[config.mk]
export PLATFORM = sky130hd
export DESIGN_NAME = rsf_fifo
export DESIGN_NICKNAME = d
export VERILOG_FILES = /design/src/hw/rtl/rsf_pkg.sv /design/src/hw/rtl/rsf_fifo.sv
export SDC_FILE = /design/constraint.sdc
export NUM_CORES = 1
export LEC_CHECK = 0
export BUFFER_PORTS_ARGS = -buffer_cell sky130_fd_sc_hd__buf_2
export CAP_MARGIN = 30
export CORE_UTILIZATION = 32
export DETAILED_ROUTE_END_ITERATION = 7
export PLACE_DENSITY = 0.46
export SLEW_MARGIN = 20
export SYNTH_ARGS = -nofsm -noshare
export SYNTH_HDL_FRONTEND = slang
export SYNTH_SLANG_ARGS = --single-unit
export TNS_END_PERCENT = 1
[constraint.sdc]
create_clock -name aclk -period 3.9 [get_ports aclk]
set_input_delay 0.585 -clock aclk [delete_from_list [all_inputs] [get_ports aclk]]
set_output_delay 0.585 -clock aclk [all_outputs]
set_load 0.02 [all_outputs]
[src/hw/rtl/rsf_pkg.sv]
package rsf_pkg;

    localparam int MAX_WIDTH  = 1024;
    localparam int ADDR_W     = $clog2(MAX_WIDTH);
    localparam int WREG_W     = 11;
    localparam int HREG_W     = 16;
    localparam int INROW_W    = HREG_W + 1;
    localparam int PIX_W      = 24;
    localparam int FIFO_DEPTH = 4;
    localparam int FIFO_PTR_W = 2;
    localparam int FIFO_CNT_W = 3;

    localparam logic [WREG_W-1:0] WIDTH_RESET  = 11'd640;
    localparam logic [HREG_W-1:0] HEIGHT_RESET = 16'd480;

    // Configuration register indexes.
    typedef enum logic [0:0] {
        REG_IMAGE_WIDTH  = 1'b0,
        REG_IMAGE_HEIGHT = 1'b1
    } cfg_reg_t;

    // Line store read request issued in the accept cycle.
    typedef struct packed {
        logic              en;
        logic [ADDR_W-1:0] addr;
    } rd_req_t;

    // Classified request handed from the front end to the back end.
    typedef struct packed {
        logic              valid;
        logic              take;
        logic [PIX_W-1:0]  pix;
        logic [ADDR_W-1:0] x;
        logic              emit;
        logic              up;
        logic              dn;
        logic              lf;
        logic              rt;
        logic              last;
    } cmd_t;

    // One channel of the sharpen kernel: 5*center minus present neighbors,
    // magnitude, halved on a border, low 8 bits.
    function automatic logic [7:0] filter_chan(
        input logic [7:0] c,
        input logic [7:0] u,
        input logic [7:0] d,
        input logic [7:0] l,
        input logic [7:0] r,
        input logic       up,
        input logic       dn,
        input logic       lf,
        input logic       rt
    );
        logic [12:0] s;
        logic [12:0] mag;
        s = {3'b0, c, 2'b0} + {5'b0, c};
        if (up) s = s - {5'b0, u};
        if (dn) s = s - {5'b0, d};
        if (lf) s = s - {5'b0, l};
        if (rt) s = s - {5'b0, r};
        mag = s[12] ? (13'd0 - s) : s;
        if (!(up && dn && lf && rt)) mag = mag >> 1;
        return mag[7:0];
    endfunction

endpackage

[src/hw/rtl/rsf_fifo.sv]
module rsf_fifo (
    input  logic                            aclk,
    input  logic                            aresetn,
    input  logic                            push,
    input  logic [rsf_pkg::PIX_W:0]         push_data,
    input  logic                            pop,
    output logic                            not_empty,
    output logic [rsf_pkg::PIX_W:0]         head,
    output logic [rsf_pkg::FIFO_CNT_W-1:0]  count
);
    import rsf_pkg::*;

    logic [PIX_W:0]          mem_reg [FIFO_DEPTH];
    logic [FIFO_PTR_W-1:0]   wr_ptr_reg, rd_ptr_reg;
    logic [FIFO_CNT_W-1:0]   count_reg;

    // Entry storage.
    always_ff @(posedge aclk) begin
        if (push) begin
            mem_reg[wr_ptr_reg] <= push_data;
        end
    end

    // Pointers and fill level.
    always_ff @(posedge aclk) begin
        if (!aresetn) begin
            wr_ptr_reg <= '0;
            rd_ptr_reg <= '0;
            count_reg  <= '0;
        end else begin
            if (push) wr_ptr_reg <= wr_ptr_reg + FIFO_PTR_W'(1);
            if (pop)  rd_ptr_reg <= rd_ptr_reg + FIFO_PTR_W'(1);
            count_reg <= count_reg + FIFO_CNT_W'(push) - FIFO_CNT_W'(pop);
        end
    end

    assign not_empty = count_reg != '0;
    assign head      = mem_reg[rd_ptr_reg];
    assign count     = count_reg;

`ifndef SYNTH
    a_no_overflow: assert property (@(posedge aclk) disable iff (!aresetn)
        push |-> (count_reg < FIFO_CNT_W'(FIFO_DEPTH)))
        else $error("result queue overflow");
    a_no_underflow: assert property (@(posedge aclk) disable iff (!aresetn)
        pop |-> not_empty)
        else $error("result queue underflow");
    a_count_step: assert property (@(posedge aclk) disable iff (!aresetn)
        (push && !pop) |=> (count_reg == $past(count_reg) + FIFO_CNT_W'(1)))
        else $error("result queue count mismatch");
`endif

endmodule

Word level (Yosys, flattened, before mapping)
Memory sizes are Yosys's and may differ from the RTL's. A register that Yosys moved wholly into a read port is not among the register bits.
Cells that the tools add are included.
- add/subtract/negate cells: 4
- multiplexer cells: 4
- reduce and logical (&&, ||, !) cells: 1
- operators with widths (cell ; count):
    2-bit by 1-bit adder with 2-bit output, second input constant ; 2
    2-bit two-way mux ; 2
    3-bit by 1-bit adder with 3-bit output ; 1
    3-bit nonzero test ; 1
    3-bit by 1-bit subtractor with 3-bit output ; 1
    1-bit two-way mux ; 2
- flip-flop bits (word level): 7
- RAM bits: 100
- word-level logic and storage cells: 13
- memories: 1
- memory list (name ; depth ; width ; rd ports ; clocked after memory_dff ; write ports ; line ; text):
    mem_reg ; 4 ; 25 ; 1 ; 1 ; 1 ; rsf_fifo.sv:13 ; logic [PIX_W:0] mem_reg [FIFO_DEPTH];

Longest topological paths before layout
Gate-level depths: netlist (run 1).
- word-level depth: 3
- mapped depth: 7
- gate-level depth less buffers: 7

Least setup slack after synthesis (run 1)
OpenSTA, ideal clock, no wires.
- path kind: input to register
- from: in pop
- to: reg count_reg[2], in the netlist count[2]
- library setup time: 0.064 ns
- arrival time: 1.836 ns
- data required time: 3.836 ns
- setup slack: 1.999 ns
- stages on the path: 6
- path through: ha_1 > inv_1 > ha_1 > fa_1 > xor3_1 > nor2_1
- word-level cells in the longest chain between the ends: 1
- RTL lines (item ; line ; text):
    from (decl) ; rsf_fifo.sv:6 ; input logic pop,
    3-bit by 1-bit subtractor with 3-bit output ; rsf_fifo.sv:33 ; count_reg <= count_reg + FIFO_CNT_W'(push) - FIFO_CNT_W'(pop);
    to (signal assigned) ; rsf_fifo.sv:33 ;
    to (decl) ; rsf_fifo.sv:15 ; logic [FIFO_CNT_W-1:0] count_reg;
Every way passes these cells.
A chain may end at the register's enable or synchronous reset.

==> impl_results.md, run 1 <==
- FMAX: about 370 MHz
- H-Tree Depth: 3
- GRT Util Overall: between 10% and 20%
- Gpl congestion: a little over 0.7
- Period utilization: 68.7%
- Worst-Skew Late Latency: 340 ps
- Layout cells sized above 1: between 40 and 50%
- Die Span Y: 115 um
- Cell Area, Synth: 4090 um^2
- Vias: between 1,500 and 2,000
- Crit Path Max Fanout: 17
- CTS Root Cell: clkbuf_16
- Filler cells: around 1,100
- Max_cap viols: 0
- Clock skew: around 8.4 ps
- Die W: about 120 um
- CTS Hold Bufs: 0
- Starting density of the core: about 33%
- Layout area overhead: 18.9%
- GR Overflow Total: 0
- DP Wirelength: about 4.1 mm
- Vias in the first global route: between 1,500 and 2,000
- First-pass GRT wire length: between 10 and 15 mm
- Ant diodes: 0
- Kind of critical path: flip-flop to output pin
- CTS tree: done
- DRT iter0 DRCs: 54
- Clk slew on worst S/H paths: 70 ps
- Synth Register Bits: 109
- Final hold violation count: 0
- Max IR drop VDD: ~0.00023 V
- Tmin final: between 2000 and 3000 ps
- Setup crit start kind: flip-flop
- Max Root-Sink Buffers: 2
- Largest net degree at the start of global routing: 26
- Fin nets: 277
- HP Class: primary input to flip-flop
- Top post-synthesis cells by area: edfxtp_1, mux4_2, dfxtp_1
- CTS resizes: 0
- Placed insts: slightly below 400
- DRC: 0
- Setup Buffers After CTS: 0
- Slew @ Worst Pin: between 500 and 600 ps
- Final Routed Wirelength: between 6 and 7 mm
- Top Ports: just under 60
- Max-slew violations: 0
- Cells after Synth: 173
- Final Core Density: approximately two fifths
- CTS buffer count: 9
- Setup tns final: 0 ps
- Count of cell types in the netlist: 20
- Non-filler instance count after layout: between 400 and 500
- Via density: about 4.5
- Proportion of netlist area held by the largest area contributor: between 70% and 80%
- Status: finished, final reports clean
- Final setup fails: 0
- Leakage: 1.69 nW
- Pwr/cell area: 530 nW/um^2
- CP required: ~3300 ps
- RSZ-0062 raised after global routing: false
- Antenna viol nets, final: 0
- Syn Area/Cell: 23.6 um^2
- Relative slew slack: between 60% and 70%
- Cell taking the most area after synthesis: edfxtp_1
- Port-buffer cells: 57
- Die area: between 10,000 and 15,000 um^2
- Seq/Total Area, Yosys: 77.8%
- TritonRoute pass-1 iters: 4
- Yosys warning total: 0
- Clk sink count: 109
- Worst EP arrival: ~2100 ps
- Mapped Nets: 209
- Row Count: 40
- Core area: around 12,000 um^2
- Number of flip-flops in the largest register: 100
- Drt wl/cell: between 15 and 20 um
- CP Capture Type: output pin
- Antenna violations before repair: 0
-- worst paths after layout --
| kind | from | endpoint | slack [ps] | depth (start not counted) |
|---|---|---|---|---|
| worst max-delay path | flip-flop | head[5] | 1220 | 3 |
| worst min-delay path | push_data[20] | mem_reg[0][20]$_DFFE_PP_ | 460 | 1 |
| worst max register to register | count[0]$_SDFF_PN0_ | count[2]$_SDFF_PN0_ | 2180 | 7 |
| worst min register to register | rd_ptr_reg[0]$_SDFFE_PN0P_ | flip-flop | 550 | 2 |
-- metal layers --
metal	GRT usage (%)	up-vias	wire [um]
met5	0	-	0
met4	4.16	0	91
met3	3.74	8	356
met2	18.1	44	3260
met1	13.9	949	3120
li1	-	842	-
-- kinds of logic after synthesis --
| kind of cell | synth area share (%) |
|---|---|
| adders and majority gates | 2.33 |
| DFF | 77.8 |
| buffers and inverters | 2.26 |
| and+or+nand+nor | 1.71 |
| muxes | 14.5 |
| xor gates and xnor gates | 1.01 |
| AOI/OAI and AO/OA | 0.367 |
-- Yosys cell counts --
library cell / count
a21bo_2: 1
a21oi_1: 1
and2_1: 6
buf_12: 2
buf_2: 2
buf_6: 1
clkbuf_2: 1
dfxtp_1: 9
edfxtp_1: 100
fa_1: 1
ha_1: 6
inv_1: 7
mux2i_1: 1
mux4_1: 5
mux4_2: 20
nand3b_1: 1
nor2_1: 5
or3_1: 1
xnor2_1: 2
xor3_1: 1
-- layout by cell type (no fill, tap or decap), drive strengths merged --
cell type,netlist,routed
edfxtp,100,100
buf,5,63
mux4,25,25
clkbuf,1,10
dfxtp,9,9
inv,7,9
and2,6,6
ha,6,6
nor2,5,5
clkinv,0,3
xnor2,2,2
or3,1,1
a21bo,1,1
nand3b,1,1
a21oi,1,1
mux2i,1,1
xor3,1,1
fa,1,1
bufinv,0,1
-- worst max-delay path, stage by stage (launching register included) --
cell and delay, ps:
dfxtp_2 710, buf_4 340, mux4_2 530, buf_2 170
-- through the flow --
stage	area, um^2	power [mW]	setup slack [ps]	hold WS, ps
6_report	4860	2.58	1220	458
2_1_floorplan	4090	1.61	2000	499
4_1_cts	4860	2.62	1120	442
5_1_grt	4860	2.68	1050	450
3_3_place_gp	4560	1.71	1520	519
3_5_place_dp	4560	1.72	1500	532
-- final cells by class --
class	instances	area [um^2]	area share, %
well taps	168	210	4.32
clock buffers	10	229	4.71
multi-input cells	51	813	16.7
flip-flops and latches	109	3180	65.5
clock inverters	6	70.1	1.44
inverters	7	26.3	0.540
repair buffers	63	330	6.79
-- power breakdown --
part           leakage, nW  internal (mW)  switching, mW
sequential           0.993           1.34         0.0311
clock                0.147          0.504          0.396
combinational        0.551          0.137          0.170
Power figures use the tool's default switching activity.
==> run 2: changes to the inputs <==
- PLACE_DENSITY: 0.46 -> 0.47
- clock period: 3.9 -> 2.2 ns (I/O delays scaled with it)
==> impl_results.md, run 2 (synthesized netlist as in run 1, its figures left out) <==
- Clk slew on worst S/H paths: 60 ps
- Antenna violations before repair: 1
- FMAX: 503 MHz
- CTS resizes: 0
- Max IR drop VDD: ~0.0004 V
- Cells on worst reg2reg path: 7
- Vias in the first global route: 2,004
- Setup tns final: 0 ps
- Multi-input gate area: between 800 and 900 um^2
- Worst-Skew Late Latency: about 340 ps
- Slew @ Worst Pin: ~380 ps
- Final hold violation count: 0
- Max_cap viols: 0
- Setup crit start kind: flip-flop
- Placed insts: ~400
- Most common cell after layout, fill and taps aside: edfxtp_1
- CTS Hold Bufs: 0
- Layout area overhead: 19.4%
- Seq. cell area: ~3200 um^2
- Setup Buffers After CTS: 0
- GR Layer Usage met2: a little under a fifth
- Crit path depth: 3
- WP buf/inv: 2
- Die W: around 120 um
- CTS buffer count: 9
- Filler cells: roughly 1,100
- Crit path cell chain: buf_4, mux4_1, buf_2
- Vias: between 1,500 and 2,000
- H-Tree Depth: 3
- Clk sink count: about 110
- DP Wirelength: between 4 and 5 mm
- Slowest cell on the critical path: mux4_1
- Max Root-Sink Buffers: 2
- Clock skew: 4.81 ps
- Tmin final: around 2000 ps
- Core area: roughly 12,000 um^2
- Largest net degree at the start of global routing: 26
- Starting density of the core: between 30% and 40%
- GR Overflow Total: 0
- Family with the most delay on the worst path: multiplexers
- Non-filler instance count after layout: 416
- CTS tree: done
- Final Routed Wirelength: approximately 7 mm
- Grt met3 use: 3.22%
- Most frequent cells in the layout: edfxtp_1, buf_2, mux4_2
- Die Span Y: ~120 um
- Drt wl/cell: around 16 um
- Pwr/cell area: between 900 and 1000 nW/um^2
- Min-Delay Path Depth: 1
- Number of flip-flops in the largest register: 100
- Final setup fails: 0
- Period utilization: about nine tenths
- First-pass GRT wire length: ~11 mm
- RSZ-0062 raised after global routing: false
- CTS Root Cell: clkbuf_16
- Row Count: 40
- Most Crowded Layer GR: met2
- Kind of critical path: flip-flop to output pin
- CP Capture Type: output pin
- Top Ports: 58
- DRC: 0
- Max-slew violations: 0
- CP required: ~1900 ps
- Gpl congestion: ~0.68
- HP Class: primary input to flip-flop
- Die area: 13,200 um^2
- TritonRoute pass-1 iters: 4
- Crit Path Max Fanout: 7
- Leakage: roughly 1.7 nW
- GRT Util Overall: 11.4%
- Layout cells sized above 1: slightly above 40%
- Status: finished, final reports clean
- Antenna viol nets, final: 0
- Relative slew slack: between 70% and 80%
- Fin nets: 282
- Via density: about 4.4
- Ant diodes: 0
- Worst EP arrival: around 1700 ps
- DRT iter0 DRCs: 97
- Worst path max stage delay: a little under 600 ps
- Port-buffer cells: between 50 and 60
- Met1 Use GR: 14.0%
-- run 2: final cells by class --
cell class	instances	area share (%)
sequential	109	65.2
multi-input combinational	51	16.7
timing repair buffer	68	7.79
clock buffer	9	4.61
tap	168	4.31
clock inverter	4	0.871
inverter	7	0.538
-- run 2: worst reg2reg max path: stages, from the launching register on --
cell     delay, ps
dfxtp_1        340
inv_1           50
ha_1           260
inv_1           40
ha_1           180
fa_1           380
xor3_1         350
nor2_1          80
-- run 2: layer usage --
layer / up-vias / part of all wire [%]
met5: - / 0
met4: 0 / 2.4
met3: 13 / 4.7
met2: 43 / 48
met1: 939 / 45
li1: 852 / -
-- run 2: final timing paths --
path	start	endpoint	slack, ps
setup / recovery	flip-flop	head[2]	210
hold / removal	push_data[19]	mem_reg[2][19]$_DFFE_PP_	210
setup reg to reg	count[0]$_SDFF_PN0_	count[2]$_SDFF_PN0_	460
hold reg to reg	rd_ptr_reg[1]$_SDFFE_PN0P_	rd_ptr_reg[1]$_SDFFE_PN0P_	550
-- run 2: power by group --
| group | internal, mW | switching (mW) | leakage [nW] |
|---|---|---|---|
| sequential | 2.38 | 0.0362 | 0.993 |
| combinational | 0.256 | 0.322 | 0.581 |
| clock | 0.853 | 0.640 | 0.132 |
-- run 2: stage by stage --
step / cell area, um^2 / utilization, % / worst slack, ps / total power [mW] / hold slack, ps
after global routing: 4880 / 40.0 / 128 / 4.66 / 197
final: 4880 / 40.0 / 212 / 4.49 / 206
after floorplan: 4090 / - / 381 / 2.85 / 429
after CTS: 4880 / 40.0 / 170 / 4.56 / 191
after global placement: 4610 / 37.8 / 386 / 3.05 / 536
after detailed placement: 4610 / 37.8 / 361 / 3.06 / 542
==> run 3: changes to the inputs <==
- ABC_AREA: unset -> 1
==> impl_results.md, run 3 <==
- Status: finished, final reports clean
- Antenna viol nets, final: 0
- Ys flop type: edfxtp_1
- Fin nets: between 400 and 500
- Clock skew: 4.99 ps
- Internal power: 3.56 mW
- DRC: 0
- Most frequent cells in the layout: edfxtp_1, inv_1, nand2_1
- Row Count: 42
- Top Ports: between 50 and 60
- Cell taking the most area after synthesis: edfxtp_1
- Combinational power share: 11.8%
- Setup tns final: 0 ps
- Vias in the first global route: about 2,400
- Top sig layer: met4
- DP Wirelength: around 4.8 mm
- Final Power: between 4 and 5 mW
- Placed insts: 575
- Layout cells sized above 1: 22.4%
- Worst path max stage delay: 600 ps
- Yosys warning total: 0
- Post-synth EDFFs: 100
- Leakage: approximately 2.1 nW
- RSZ-0062 raised after global routing: false
- CTS Root Cell: clkbuf_16
- Die W: about 120 um
- Cell Area, Synth: 4410 um^2
- CP required: roughly 1900 ps
- Pwr/cell area: about 900 nW/um^2
- Clk slew on worst S/H paths: 70 ps
- Psw: roughly 1.1 mW
- Relative slew slack: roughly 74%
- Starting density of the core: between 30% and 40%
- CTS Hold Bufs: 0
- Crit path cell chain: buf_4, a21oi_2, o21ai_1, nand2_1, buf_2
- Final setup fails: 0
- Wl on met1: about 3.7 mm
- Met3 wire len: 380 um
- Final Worst Setup Slack: about 260 ps
- Family with the most delay on the worst path: flip-flops
- Worst-Skew Late Latency: between 300 and 400 ps
- Clk sink count: about 110
- Syn Area/Cell: 12.7 um^2
- Slew @ Worst Pin: 390 ps
- CTS buffer count: 9
- Proportion of netlist area held by the largest area contributor: between 60% and 70%
- Synth Register Bits: 109
- Tmin final: ~1900 ps
- Top cells by count, synth: edfxtp_1, inv_1, nand2_1, a21oi_1
- Via density: 4.29
- First-pass GRT wire length: 12.3 mm
- Finished Cell Area: 5230 um^2
- Period utilization: 88.2%
- Clock share of power: 36.6%
- Core area: between 10,000 and 15,000 um^2
- Vias: approximately 2,500
- Max Root-Sink Buffers: 2
- Port-buffer cells: 57
- Seq/Total Area, Yosys: 72.2%
- Flop pwr share: 51.6%
- Die area: roughly 14,000 um^2
- CTS resizes: 0
- Number of flip-flops in the largest register: 100
- DRT iter0 DRCs: 189
- Setup Buffers After CTS: 0
- Worst EP arrival: around 1600 ps
- Met2 WL: between 3 and 4 mm
- FMAX: roughly 520 MHz
- GRT Util Overall: approximately an eighth
- H-Tree Depth: 3
- Gpl congestion: between 0.6 and 0.7
- Max-slew violations: 0
- Mapped Nets: around 380
- Final hold violation count: 0
- Area after DPL: about 4900 um^2
- Slowest cell on the critical path: dfxtp_4
- Most common cell after layout, fill and taps aside: edfxtp_1
- Antenna violations before repair: 1
- Cells after Synth: roughly 350
- CP Capture Type: output pin
- Max_cap viols: 0
- Crit Path Max Fanout: 37
- HP Class: primary input to flip-flop
- Non-filler instance count after layout: about 590
- Count of cell types in the netlist: 15
- Asr flop ratio synth: 0%
- Final Routed Wirelength: 7.67 mm
- Largest net degree at the start of global routing: between 50 and 60
- GR Overflow Total: 0
- Switching share of power: a little under a quarter
- Kind of critical path: flip-flop to output pin
- WP buf/inv: 2
- Most frequent cell after synthesis: edfxtp_1
- Drt wl/cell: 13.0 um
- TritonRoute pass-1 iters: 4
- Top post-synthesis cells by area: edfxtp_1, inv_1, nand2_1
- Layout area overhead: 18.6%
- Die Span Y: around 120 um
- CTS tree: done
- Max IR drop VDD: between 0.0003 and 0.0004 V
- Setup crit start kind: flip-flop
- Worst-case setup slack after placement: around 560 ps
==> run 3: cell count changes in the layout (fill, tap and decap cells not counted), moves of 4 or more <==
cell	change
nand2_1	+60
inv_1	+58
a21oi_1	+25
o211ai_1	+25
o21ai_1	+25
mux4_2	-20
and2_1	-6
a21oi_2	+5
mux4_1	-5
nor2_1	-4
o21ai_0	+4
==> run 3: path summary, 6_finish.rpt <==
kind | startpoint | endpoint | slack [ps] | cells after the start
setup / recovery | flip-flop | head[20] | 260 | 5
hold / removal | push_data[8] | mem_reg[0][8]$_DFFE_PP_ | 190 | 1
setup reg to reg | count[0]$_SDFF_PN0_ | count[2]$_SDFF_PN0_ | 660 | 7
hold reg to reg | rd_ptr_reg[1]$_SDFFE_PN0P_ | flip-flop | 460 | 2
==> run 3: stage by stage <==
step	hold WS, ps	util, %
after floorplan	422	-
after global placement	446	36.7
after detailed placement	454	36.7
after CTS	178	39.1
after global routing	166	39.1
final	193	39.2
==> run 3: per-layer routing <==
layer,track usage [%],vias up
li1,-,1314
met1,15.5,1176
met2,17.3,48
met3,5.03,4
met4,3.52,0
met5,0,-
==> run 3: layout make-up <==
class                           count  area (um^2)
Clock buffer                        9          225
Tap cell                          176          220
Inverter                           65          244
Multi-Input combinational cell    155          841
Timing Repair Buffer               70          408
Clock inverter                      7         98.8
Fill cell                        1302         8120
Sequential cell                   109         3190
Antenna cell                        1         2.50
==> run 3: power by group through the flow <==
stage	logic (mW)	clock network [mW]	registers (mW)
6_report	0.553	1.71	2.41
5_1_grt	0.623	1.86	2.42
4_1_cts	0.566	1.77	2.41
3_5_place_dp	0.565	0	2.46
2_1_floorplan	0.368	0	2.46
3_3_place_gp	0.558	0	2.46
==> run 3: cell families (layout without fill, tap and decap cells) <==
group	count (synthesis)	count (layout)	share of synthesized area (%)
AND/OR/NAND/NOR	63	63	5.42
AO/OA/AOI/OAI	85	85	11.5
other	0	1	0
flip-flops	109	109	72.2
adder cells (fa/ha/maj)	7	7	2.16
buffers and inverters	82	151	8.74
