[config.mk]
export PLATFORM = sky130hd
export DESIGN_NAME = rsf_front
export DESIGN_NICKNAME = d
export VERILOG_FILES = /design/src/hw/rtl/rsf_pkg.sv /design/src/hw/rtl/rsf_front.sv
export SDC_FILE = /design/constraint.sdc
export NUM_CORES = 1
export LEC_CHECK = 0
export ABC_AREA = 0
export BUFFER_PORTS_ARGS = -buffer_cell sky130_fd_sc_hd__buf_4
export CAP_MARGIN = 20
export CELL_PAD_IN_SITES_DETAIL_PLACEMENT = 0
export CELL_PAD_IN_SITES_GLOBAL_PLACEMENT = 2
export CORE_MARGIN = 10
export CORE_UTILIZATION = 36
export CTS_BUF_LIST = sky130_fd_sc_hd__clkbuf_4 sky130_fd_sc_hd__clkbuf_8
export CTS_CLUSTER_SIZE = 10
export DETAILED_ROUTE_END_ITERATION = 8
export GPL_TIMING_DRIVEN = 1
export PLACE_DENSITY_LB_ADDON = 0.08
export RECOVER_POWER = 100
export SYNTH_ARGS = -nofsm -noshare
export SYNTH_HDL_FRONTEND = slang
export SYNTH_SLANG_ARGS = --single-unit
[constraint.sdc]
create_clock -name aclk -period 5.3 [get_ports aclk]
set_clock_uncertainty 0.15 [all_clocks]
set_input_delay 1.59 -clock aclk [delete_from_list [all_inputs] [get_ports aclk]]
set_output_delay 1.59 -clock aclk [all_outputs]
set_load 0.02 [all_outputs]
[src/hw/rtl/rsf_pkg.sv]
package rsf_pkg;

    localparam int MAX_WIDTH  = 1024;
    localparam int ADDR_W     = $clog2(MAX_WIDTH);
    localparam int WREG_W     = 11;
    localparam int HREG_W     = 16;
    localparam int INROW_W    = HREG_W + 1;
    localparam int PIX_W      = 24;
    localparam int FIFO_DEPTH = 4;
    localparam int FIFO_PTR_W = 2;
    localparam int FIFO_CNT_W = 3;

    localparam logic [WREG_W-1:0] WIDTH_RESET  = 11'd640;
    localparam logic [HREG_W-1:0] HEIGHT_RESET = 16'd480;

    // Configuration register indexes.
    typedef enum logic [0:0] {
        REG_IMAGE_WIDTH  = 1'b0,
        REG_IMAGE_HEIGHT = 1'b1
    } cfg_reg_t;

    // Line store read request issued in the accept cycle.
    typedef struct packed {
        logic              en;
        logic [ADDR_W-1:0] addr;
    } rd_req_t;

    // Classified request handed from the front end to the back end.
    typedef struct packed {
        logic              valid;
        logic              take;
        logic [PIX_W-1:0]  pix;
        logic [ADDR_W-1:0] x;
        logic              emit;
        logic              up;
        logic              dn;
        logic              lf;
        logic              rt;
        logic              last;
    } cmd_t;

    // One channel of the sharpen kernel: 5*center minus present neighbors,
    // magnitude, halved on a border, low 8 bits.
    function automatic logic [7:0] filter_chan(
        input logic [7:0] c,
        input logic [7:0] u,
        input logic [7:0] d,
        input logic [7:0] l,
        input logic [7:0] r,
        input logic       up,
        input logic       dn,
        input logic       lf,
        input logic       rt
    );
        logic [12:0] s;
        logic [12:0] mag;
        s = {3'b0, c, 2'b0} + {5'b0, c};
        if (up) s = s - {5'b0, u};
        if (dn) s = s - {5'b0, d};
        if (lf) s = s - {5'b0, l};
        if (rt) s = s - {5'b0, r};
        mag = s[12] ? (13'd0 - s) : s;
        if (!(up && dn && lf && rt)) mag = mag >> 1;
        return mag[7:0];
    endfunction

endpackage

[src/hw/rtl/rsf_front.sv]
module rsf_front (
    input  logic                     aclk,
    input  logic                     aresetn,
    input  logic                     cfg_wr_en,
    input  logic [0:0]               cfg_addr,
    input  logic [15:0]              cfg_wr_data,
    input  logic                     s_tvalid,
    output logic                     s_tready,
    input  logic [rsf_pkg::PIX_W-1:0] s_tdata,
    input  logic                     s_tuser,
    input  logic                     credit_ok,
    output rsf_pkg::rd_req_t         rd_req,
    output rsf_pkg::cmd_t            cmd
);
    import rsf_pkg::*;

    logic [WREG_W-1:0]  width_reg, width_next;
    logic [HREG_W-1:0]  height_reg, height_next;
    logic [ADDR_W-1:0]  in_col_reg, in_col_next;
    logic [INROW_W-1:0] in_row_reg, in_row_next;
    logic [ADDR_W-1:0]  out_col_reg, out_col_next;
    logic [HREG_W-1:0]  out_row_reg, out_row_next;
    cmd_t               cmd_reg, cmd_next;

    logic [WREG_W-1:0] eff_w;
    logic [HREG_W-1:0] eff_h;
    logic [ADDR_W-1:0] wm1;
    logic [HREG_W-1:0] hm1;
    logic accept, complete, take, emit, last;

    // Effective frame size after clamping.
    always_comb begin
        if (width_reg == '0) begin
            eff_w = WREG_W'(1);
        end else if (width_reg > WREG_W'(MAX_WIDTH)) begin
            eff_w = WREG_W'(MAX_WIDTH);
        end else begin
            eff_w = width_reg;
        end
        eff_h = (height_reg == '0) ? HREG_W'(1) : height_reg;
    end

    assign wm1 = ADDR_W'(eff_w - WREG_W'(1));
    assign hm1 = eff_h - HREG_W'(1);

    // Classification of the request at the input.
    assign s_tready = credit_ok;
    assign accept   = s_tvalid && s_tready;
    assign complete = in_row_reg >= {1'b0, eff_h};
    assign take     = accept && (s_tuser == complete);
    assign emit     = take
                      && ((in_row_reg >= INROW_W'(2))
                          || ((in_row_reg == INROW_W'(1)) && (in_col_reg != '0)))
                      && (out_row_reg < eff_h);
    assign last     = (out_col_reg == wm1) && (out_row_reg == hm1);

    assign rd_req.en   = take;
    assign rd_req.addr = in_col_reg;

    // Command for the back end.
    always_comb begin
        cmd_next.valid = accept;
        cmd_next.take  = take;
        cmd_next.pix   = s_tuser ? '0 : s_tdata;
        cmd_next.x     = in_col_reg;
        cmd_next.emit  = emit;
        cmd_next.up    = out_row_reg != '0;
        cmd_next.dn    = out_row_reg < hm1;
        cmd_next.lf    = out_col_reg != '0;
        cmd_next.rt    = out_col_reg < wm1;
        cmd_next.last  = last;
    end

    // Frame position and configuration.
    always_comb begin
        width_next   = width_reg;
        height_next  = height_reg;
        in_col_next  = in_col_reg;
        in_row_next  = in_row_reg;
        out_col_next = out_col_reg;
        out_row_next = out_row_reg;
        if (cfg_wr_en) begin
            unique case (cfg_reg_t'(cfg_addr))
                REG_IMAGE_WIDTH:  width_next  = cfg_wr_data[WREG_W-1:0];
                REG_IMAGE_HEIGHT: height_next = cfg_wr_data[HREG_W-1:0];
                default:          width_next  = width_reg;
            endcase
            in_col_next  = '0;
            in_row_next  = '0;
            out_col_next = '0;
            out_row_next = '0;
        end else if (take) begin
            if (emit && last) begin
                in_col_next  = '0;
                in_row_next  = '0;
                out_col_next = '0;
                out_row_next = '0;
            end else begin
                if (in_col_reg == wm1) begin
                    in_col_next = '0;
                    in_row_next = in_row_reg + INROW_W'(1);
                end else begin
                    in_col_next = in_col_reg + ADDR_W'(1);
                end
                if (emit) begin
                    if (out_col_reg == wm1) begin
                        out_col_next = '0;
                        out_row_next = out_row_reg + HREG_W'(1);
                    end else begin
                        out_col_next = out_col_reg + ADDR_W'(1);
                    end
                end
            end
        end
    end

    always_ff @(posedge aclk) begin
        if (!aresetn) begin
            width_reg   <= WIDTH_RESET;
            height_reg  <= HEIGHT_RESET;
            in_col_reg  <= '0;
            in_row_reg  <= '0;
            out_col_reg <= '0;
            out_row_reg <= '0;
            cmd_reg     <= '0;
        end else begin
            width_reg   <= width_next;
            height_reg  <= height_next;
            in_col_reg  <= in_col_next;
            in_row_reg  <= in_row_next;
            out_col_reg <= out_col_next;
            out_row_reg <= out_row_next;
            cmd_reg     <= cmd_next;
        end
    end

    assign cmd = cmd_reg;

endmodule

* After elaboration in Yosys (flattened, before gate mapping) *
Index checks and enable logic that the tools add are counted.

storage, ports and cells
  register bits after elaboration = 122
  output and inout port bits = 54
  word-level logic and storage cells = 71

cells by class
  add/subtract/negate cells = 6
  $lt $le $gt $ge = 6
  eq/ne operators = 5
  muxes and demuxes = 13
  bitwise gates (word level) = 2
  reduce and logical (&&, ||, !) cells = 23

operators with widths
  kind                                                                                  count
  10-bit 2-to-1 mux                                                                     7
  16-bit 2-to-1 mux                                                                     4
  17-bit 2-to-1 mux                                                                     2
  16-bit less-than comparator                                                           2
  10-bit by 1-bit adder with 10-bit output, second input constant                       2
  10-bit == test                                                                        2
  10-bit nonzero test                                                                   2
  17-bit by 1-bit adder with 17-bit output, second input constant                       1
  17-bit by 1-bit == test with 1-bit output, second input constant                      1
  17-bit by 16-bit greater-or-equal comparator with 1-bit output                        1
  17-bit by 2-bit greater-or-equal comparator with 1-bit output, second input constant  1
  16-bit by 1-bit adder with 16-bit output, second input constant                       1
  16-bit == test                                                                        1
  16-bit logical NOT                                                                    1
  16-bit nonzero test                                                                   1
  16-bit by 1-bit subtractor with 16-bit output, second input constant                  1
  11-bit > comparator, second input constant                                            1
  11-bit logical NOT                                                                    1
  10-bit less-than comparator                                                           1
  10-bit by 1-bit subtractor with 10-bit output, second input constant                  1
  2-bit AND reduction                                                                   4
  1-bit logical AND                                                                     7
  2-bit nonzero test                                                                    3
  2-bit OR reduction                                                                    2
  4 further kinds                                                                       5

* Depth between registers and ports, before layout *
Gate-level depths: netlist of the first run.

  depth in word-level cells = 10
  depth in mapped cells = 22
  gate-level depth less buffers = 21

* Least setup slack after synthesis of the first run *
No wires, ideal clock.

  path kind = reg2out
  start = reg height_reg[9]
  end = out rd_req[10] (netlist name)
  arrival = 3.130 ns
  required time = 3.560 ns
  slack = 0.430 ns
  cell stages (with the launch flop) = 17
  path buffers = 3
  cell sequence = dfxtp_1 inv_1 nand4_1 or3_1 nand3b_1 nor4_1 or2_2 ha_1 nand4_1 nor4_1 a211oi_1 o22a_1 o211a_1 clkbuf_1 buf_1 nor2_1 buf_4

RTL lines
  what                      line              source
  start: declaration        rsf_front.sv:18   logic [HREG_W-1:0] height_reg, height_next;
  start signal: assignment  rsf_front.sv:128  height_reg <= height_next;
  end: declaration          rsf_front.sv:12   output rsf_pkg::rd_req_t rd_req,

==> impl_summary.txt, run 1 <==
----------------------------------------------------
[Drt]
  Final antenna-violating net count ... 0
  Number of iterations in the first detailed-routing pass ... 5
  Initial DRC Count ... 313
  Total Routed Length ... 22490 µm
  DR vias ... 6484
  Count of unresolved DRC violations after routing ... 0
  Mean routed wirelength per cell ... 18.64 µm
  Detail-routed via count per cell ... 5.372

[Finish]
  Number of standard cells in the layout, taps in and fillers out ... 1207
  Layout Area Growth over Synthesis ... 16.66%
  Antenna diode count ... 0
  Fraction of layout instances using a drive strength above 1 ... 0.1189
  Post-route core utilization ... 0.4254
  Flip-flop count of the largest register after layout ... 42
  Number of nets in the layout ... 1046
  Finished layout cell area ... 0.008253 mm²

[Setup path]
  Worst R2R End ... in_row_reg[1]
  Worst setup path endpoint ... rd_req[10]
  Class of the most critical setup path ... reg -> out
  Critical path startpoint category ... register
  Worst-path cell with the longest stage delay ... sky130_fd_sc_hd__dfxtp_1
  Cells along the critical path ... inv_1, nand4_1, or3_1, nand3b_1, nor4_2, or2_4, ha_1, nand4_1, nor4_1, a211oi_1, o211ai_1, o211a_1, nor2_4, buf_4
  Dominant cell type by count on the critical path ... sky130_fd_sc_hd__nand4_1
  Register-to-register path setup slack ... 570 ps
  Worst endpoint required time ... 3560 ps
  Biggest cell delay along the critical path ... 350 ps
  Stages on the worst setup path ... 14
  Cell family with the largest share of critical-path delay ... simple AND/OR/NAND/NOR gates
  Arrival time at the worst endpoint ... 3330 ps
  Cells on worst reg2reg path ... 22
  Startpoint of the most critical register-to-register path ... height_reg[11]
  Element type at the critical path end ... output pin
  Highest fanout seen on the critical path ... 4
  Crit path buf inv count ... 2
  First element of the critical path ... height_reg[11]

[Min path]
  Class of the worst hold path ... reg -> reg

[Clock network]
  CTS buffer count ... 17
  H-tree level count ... 4
  Clock transition time at the flip-flop clock pins of the worst setup and hold paths ... 80 ps
  Clock tree from TritonCTS ... done
  Worst skew pair latency ... 440 ps
  Clock Sinks ... 122
  Root Buffer ... sky130_fd_sc_hd__clkbuf_8
  Maximum root-to-sink buffer count ... 2

[STA]
  Final Hold Violating Endpoints ... 0
  Setup Viol. Count Final ... 0
  Setup repair after global routing missed its margin ... yes
  Transition at the pin with the smallest max-transition slack ... 1765 ps
  Maximum operating frequency ... 0.1971 GHz
  Fin. max-slew vios ... 74
  Sum of negative setup slack ... 0 ps
  Worst slew slack as a fraction of its limit ... -0.1769
  Share of the cycle needed by the critical path after routing ... 0.9571
  Shortest period the worst path allows ... 5073 ps

[Placement]
  IO buf count ... 100
  # placed instances ... 1175
  Cell area after placement ... 0.007991 mm²
  Placer's final routability congestion estimate ... 0.8920
  DP Wirelength ... 17270 µm

[Pwr]
  Peak supply drop ... 138.6 µV
  Design Power ... 2.136 mW
  Leakage Power ... 3.215 nW
  PD cells ... 258.8 mW/mm²

[Yosys]
  Sequential cell area fraction in the yosys report ... 0.3452
  Cell type with the largest total area after synthesis ... sky130_fd_sc_hd__dfxtp_1
  Main area contributors after synthesis ... sky130_fd_sc_hd__dfxtp_1, sky130_fd_sc_hd__ha_1, sky130_fd_sc_hd__nand2_1
  Post-synth cell types ... 66
  Most instantiated flip-flop cell in the synthesis netlist ... sky130_fd_sc_hd__dfxtp_1
  Number of enable-type register cells in the synthesized netlist ... 0
  Synth Cell Area ... 0.007074 mm²
  Syn_nets ... 966
  Number of standard cells after synthesis ... 850
  Post-synthesis area per instance ... 8.323 µm²
  Number of register bits inferred by synthesis ... 122
  Fraction of synthesized cell area taken by the top area cell type ... 0.3452
  Synth warnings ... 0
  Share of flip-flops with an asynchronous set or reset after synthesis ... 0

[Global route]
  Initial antenna violation count ... 0
  Global-route congestion overflow total ... 0
  Pin count of the biggest net entering global routing ... 43
  Vias in the first global route ... 6363
  Wire length of the first global-routing pass ... 35840 µm
  Total routing usage reported by global routing ... 0.1733

[Floorplanning]
  Die width ... 160.2 µm
  Standard-cell row count ... 51
  Die ar. ... 0.02566 mm²
  Die height ... 160.2 µm
  I/O pin count ... 101
  Effective utilization at floorplan ... 0.3647
  CORE AREA ... 0.01940 mm²

[Run status]
  Violations in the final reports ... max-capacitance violations, max-slew violations
  Outcome ... finished, violations left

[Run]
  Max capacitance violation total ... 2

----------------------------------------------------
worst min-delay path by stage:
stage | startpoint | end | slack [ps] | cells past startpoint
floorplan | height_reg[0] | height_reg[0] | 290 | 2
CTS | height_reg[0] | height_reg[0] | 340 | 2
detailed placement | height_reg[0] | height_reg[0] | 330 | 2
global placement | height_reg[0] | height_reg[0] | 330 | 2
global route | height_reg[15] | height_reg[15] | 380 | 2
finish | height_reg[0] | height_reg[0] | 340 | 2
layout by cell type (no fill, tap or decap), drive strengths merged, types with 31 or more instances in the layout:
cell | Yosys | final
buf | 18 | 56
inv | 39 | 40
nand3 | 31 | 31
dfxtp | 122 | 122
ha | 69 | 69
a21oi | 60 | 60
o21ai | 37 | 37
and3 | 31 | 31
nand2 | 92 | 92
xnor2 | 33 | 33
clkbuf | 32 | 72
nor2 | 54 | 54
kinds of logic after synthesis:
kind of cell | count (synthesis) | share of synthesized area
simple gates | 353 | 0.2644
compound gates | 179 | 0.1657
flops | 122 | 0.3452
buf+inv | 89 | 0.05536
fa+ha+maj | 69 | 0.1220
xor+xnor | 37 | 0.04581
mux | 1 | 0.001415
through the flow:
| stage | setup slack (ps) | hold WS [ps] |
|---|---|---|
| 6_report | 227.4 | 344.3 |
| 3_5_place_dp | 354.8 | 328.5 |
| 4_1_cts | 33.88 | 340.5 |
| 2_1_floorplan | 430.4 | 290.3 |
| 5_1_grt | -59.30 | 378.4 |
| 3_3_place_gp | 541.4 | 329.2 |
synth_stat cells, drive strengths merged, types with 4 or more instances:
master,n
a21o,5
a21oi,60
a41oi,6
and2,13
and3,31
and4,4
buf,18
clkbuf,32
dfxtp,122
ha,69
inv,39
nand2,92
nand2b,9
nand3,31
nand4,17
nand4b,6
nor2,54
nor2b,10
nor3,27
nor4,25
o211ai,13
o21a,8
o21ai,37
o31a,5
o31ai,16
o41ai,4
or2,5
or3,12
or4,10
xnor2,33
xor2,4
worst register-to-register path, cell delays in order, from the launching register on:
cell and delay, ps:
sky130_fd_sc_hd__dfxtp_1 350, sky130_fd_sc_hd__inv_1 130, sky130_fd_sc_hd__nand4_1 130, sky130_fd_sc_hd__or3_1 340, sky130_fd_sc_hd__nand3b_1 220, sky130_fd_sc_hd__nor4_2 170, sky130_fd_sc_hd__or2_4 180, sky130_fd_sc_hd__inv_1 50
sky130_fd_sc_hd__ha_1 190, sky130_fd_sc_hd__and3_1 230, sky130_fd_sc_hd__nand2_1 140, sky130_fd_sc_hd__nor4_1 80, sky130_fd_sc_hd__xnor2_1 130, sky130_fd_sc_hd__ha_1 300, sky130_fd_sc_hd__nand4_1 200, sky130_fd_sc_hd__nor3_1 340
sky130_fd_sc_hd__and4_1 260, sky130_fd_sc_hd__nand2_1 50, sky130_fd_sc_hd__o21ai_0 200, sky130_fd_sc_hd__buf_4 250, sky130_fd_sc_hd__nor2_1 110, sky130_fd_sc_hd__nor2_4 270, sky130_fd_sc_hd__o22ai_1 120
power by group:
group	internal, mW	switching, mW
sequential	0.936	0.0199
clock	0.512	0.413
combinational	0.101	0.154
metal layers:
layer | routed length, µm | vias to the layer above | share of wire | track usage
met5 | 0 | - | 0 | 0
met4 | 444 | 0 | 0.020 | 0.05301
met3 | 564 | 28 | 0.025 | 0.03239
met2 | 11400 | 95 | 0.51 | 0.3029
met1 | 10090 | 3125 | 0.45 | 0.2102
li1 | - | 3236 | - | -
layout make-up:
type,instances,area [µm²]
fill,2078,11150
multi-input combinational,639,4273
sequential,122,2444
timing repair buffer,111,626.9
tap,265,331.6
clock buffer,17,234.0
clock inverter,14,197.7
inverter,39,146.4
timing repair:
action / 4_1_cts / 5_1_grt
resized for setup: 0 / 9
hold buffers: 0 / 0
buffers inserted: 0 / 1
setup endpoints to repair: 0 / 16
Power figures use the tool's default switching activity.
==> inputs of run 2 (changes only) <==
--- a/config.mk
+++ b/config.mk
@@ -18,2 +18,3 @@
 export GPL_TIMING_DRIVEN = 1
+export MAX_ROUTING_LAYER = met4
 export PLACE_DENSITY_LB_ADDON = 0.08
@@ -23 +24,2 @@
 export SYNTH_SLANG_ARGS = --single-unit
+export TNS_END_PERCENT = 50
==> constraint.sdc (replaced) <==
create_clock -name aclk -period 5.3 [get_ports aclk]
set_clock_uncertainty 0.15 [all_clocks]
set_input_delay 0 -clock aclk [delete_from_list [all_inputs] [get_ports aclk]]
set_output_delay 0 -clock aclk [all_outputs]
set_load 0.02 [all_outputs]
==> run 2 against run 1 <==
  * The run still ends with max-capacitance violations, max-slew violations left
  * Fmax up 6.7%
  * Routed wire length up 3.5%
  * Cell area up 8.6%
  * Largest power group unchanged
==> impl_summary.txt, run 2 (synthesized netlist as in run 1, its figures left out) <==
----------------------------------------------------
[Placement]
  Placer's final routability congestion estimate ... 0.8982 (+0.70%)
  # placed instances ... 1173 (-0.17%)
  IO buf count ... 100 (unchanged)
  DP Wirelength ... 17120 µm (-0.88%)

[STA]
  Maximum operating frequency ... 0.2104 GHz (+6.7%)
  Shortest period the worst path allows ... 4752 ps (-320.5 ps)
  Sum of negative setup slack ... 0 ps (unchanged)
  Final Hold Violating Endpoints ... 0 (unchanged)
  Setup repair after global routing missed its margin ... no
  Setup Viol. Count Final ... 0 (unchanged)
  Worst slew slack as a fraction of its limit ... -0.2031 (-0.02619)
  Transition at the pin with the smallest max-transition slack ... 1805 ps (+39.29 ps)
  Share of the cycle needed by the critical path after routing ... 0.8966 (-0.06047)
  Fin. max-slew vios ... 74 (unchanged)

[Clock network]
  Maximum root-to-sink buffer count ... 2 (unchanged)
  Clock transition time at the flip-flop clock pins of the worst setup and hold paths ... 80 ps (about the same)
  Buffers inserted during post-CTS setup optimization ... 0 (unchanged)
  Worst skew pair latency ... 450 ps (about the same)
  Root Buffer ... sky130_fd_sc_hd__clkbuf_8
  Clock Sinks ... 122 (unchanged)
  CTS buffer count ... 17 (unchanged)
  H-tree level count ... 4 (unchanged)
  Clock tree from TritonCTS ... done

[Min path]
  Hold path endpoint ... cmd[41]
  Class of the worst hold path ... in -> reg
  Hold Path Depth ... 3 (+1)
  Startpoint of the worst hold path ... credit_ok

[Drt]
  Number of iterations in the first detailed-routing pass ... 5 (unchanged)
  Count of unresolved DRC violations after routing ... 0 (unchanged)
  DR vias ... 6812 (+5.1%)
  Final antenna-violating net count ... 0 (unchanged)
  Detail-routed via count per cell ... 5.297 (-1.4%)
  Initial DRC Count ... 357 (+14%)
  Mean routed wirelength per cell ... 18.10 µm (-2.9%)
  Total Routed Length ... 23280 µm (+3.5%)

[Run]
  Max capacitance violation total ... 2 (unchanged)

[Setup path]
  Worst endpoint required time ... 5470 ps (+1910 ps)
  Register-to-register path setup slack ... 550 ps (-20 ps)
  Arrival time at the worst endpoint ... 4920 ps (+1590 ps)
  Class of the most critical setup path ... reg -> reg
  Cells on worst reg2reg path ... 21 (-4.5%)
  Highest fanout seen on the critical path ... 14 (+10)
  Element type at the critical path end ... register
  Critical path startpoint category ... register
  Startpoint of the most critical register-to-register path ... height_reg[9]
  Worst R2R End ... in_row_reg[14]

[Floorplanning]
  Die width ... 160.2 µm (unchanged)
  I/O pin count ... 101 (unchanged)
  CORE AREA ... 0.01940 mm² (unchanged)
  Die ar. ... 0.02566 mm² (unchanged)
  Standard-cell row count ... 51 (unchanged)
  Die height ... 160.2 µm (unchanged)
  Effective utilization at floorplan ... 0.3647 (unchanged)

[Pwr]
  Leakage Power ... 3.555 nW (+11%)
  Peak supply drop ... 149.5 µV (+7.9%)
  Design Power ... 2.058 mW (-3.6%)
  PD cells ... 229.7 mW/mm² (-11%)

[Finish]
  Commonest non-fill, non-tap cells in the layout ... sky130_fd_sc_hd__dfxtp_1, sky130_fd_sc_hd__nand2_1, sky130_fd_sc_hd__dlygate4sd3_1, sky130_fd_sc_hd__ha_1, sky130_fd_sc_hd__a21oi_1
  Fraction of layout instances using a drive strength above 1 ... 0.09892 (-0.01997)
  Layout Area Growth over Synthesis ... 26.67%
  Number of standard cells in the layout, taps in and fillers out ... 1286 (+6.5%)
  Post-route core utilization ... 0.4619 (+0.03651)
  Antenna diode count ... 0 (unchanged)
  Most frequent standard cell in the layout excluding fill and tap cells ... sky130_fd_sc_hd__dfxtp_1
  Flip-flop count of the largest register after layout ... 42 (unchanged)
  Fillers ... 1927 (-7.3%)
  Number of nets in the layout ... 1125 (+7.6%)

[Global route]
  Global-route congestion overflow total ... 0 (unchanged)
  Initial antenna violation count ... 0 (unchanged)
  Pin count of the biggest net entering global routing ... 43 (unchanged)
  Wire length of the first global-routing pass ... 37440 µm (+4.5%)
  Vias in the first global route ... 6756 (+6.2%)
  Total routing usage reported by global routing ... 0.1863 (+0.01303)

[Run status]
  Outcome ... finished, violations left
  Violations in the final reports ... max-capacitance violations, max-slew violations

----------------------------------------------------
-- run 2: cell type report --
class	count	area, µm²	share of cell area
inverters	39	146.4	0.01634
multi-input cells	639	4248	0.4740
clock inverters	10	93.84	0.01047
well taps	265	331.6	0.03700
repair buffers	190	1415	0.1579
flip-flops and latches	122	2444	0.2727
clock buffers	21	282.8	0.03156
-- run 2: how the worst max path moves through the flow --
stage                      endpoint           from  cells after the start
floorplan             in_row_reg[8]  height_reg[9]                     22
global placement    out_row_reg[12]  width_reg[10]                     14
detailed placement  out_row_reg[10]  width_reg[10]                     14
CTS                 out_row_reg[10]  width_reg[10]                     14
global route          in_row_reg[7]  height_reg[9]                     22
finish               in_row_reg[14]  height_reg[9]                     21
-- run 2: metal layers --
metal,vias to the layer above,global-route usage,part of all wire
met1,3245,0.2164,0.44
met5,-,-,0
met2,149,0.3213,0.51
met4,0,0.05301,0.016
met3,27,0.03496,0.032
li1,3391,-,-
-- run 2: metrics by stage --
stage / setup slack, ps / hold slack [ps] / instance area [µm²]
floorplan: 1174 / -37.41 / 7074
global placement: 509.0 / 79.99 / 7976
detailed placement: 375.7 / 80.61 / 7976
CTS: 340.8 / 10.16 / 9174
global route: 97.51 / 81.10 / 8961
finish: 547.9 / 15.87 / 8961
-- run 2: repair_timing --
action | 4_1_cts | 5_1_grt
endpoints found under the hold margin | 64 | 0
endpoints found under the setup margin | 0 | 10
resized for setup | 0 | 2
hold buffers | 82 | 0
-- run 2: power breakdown --
| part | total (mW) | switching, mW | internal (mW) |
|---|---|---|---|
| sequential | 0.956 | 0.0195 | 0.936 |
| combinational | 0.298 | 0.164 | 0.134 |
| clock | 0.804 | 0.394 | 0.410 |
| total | 2.06 | 0.578 | 1.48 |
-- run 2: critical path, stage by stage, from the launching register on --
cell	delay [ps]
sky130_fd_sc_hd__dfxtp_1	340
sky130_fd_sc_hd__inv_1	160
sky130_fd_sc_hd__nand4_1	150
sky130_fd_sc_hd__or3_1	350
sky130_fd_sc_hd__nand3b_1	210
sky130_fd_sc_hd__nor4_1	180
sky130_fd_sc_hd__or2_2	180
sky130_fd_sc_hd__inv_1	60
sky130_fd_sc_hd__ha_1	200
sky130_fd_sc_hd__and3_1	240
sky130_fd_sc_hd__nand2_1	140
sky130_fd_sc_hd__nor4_1	80
sky130_fd_sc_hd__xnor2_1	130
sky130_fd_sc_hd__ha_1	300
sky130_fd_sc_hd__nand4_1	190
sky130_fd_sc_hd__nor3_1	350
sky130_fd_sc_hd__and4_1	270
sky130_fd_sc_hd__nand2_1	50
sky130_fd_sc_hd__o21ai_0	170
sky130_fd_sc_hd__buf_4	240
sky130_fd_sc_hd__or2_0	420
sky130_fd_sc_hd__o31ai_2	90
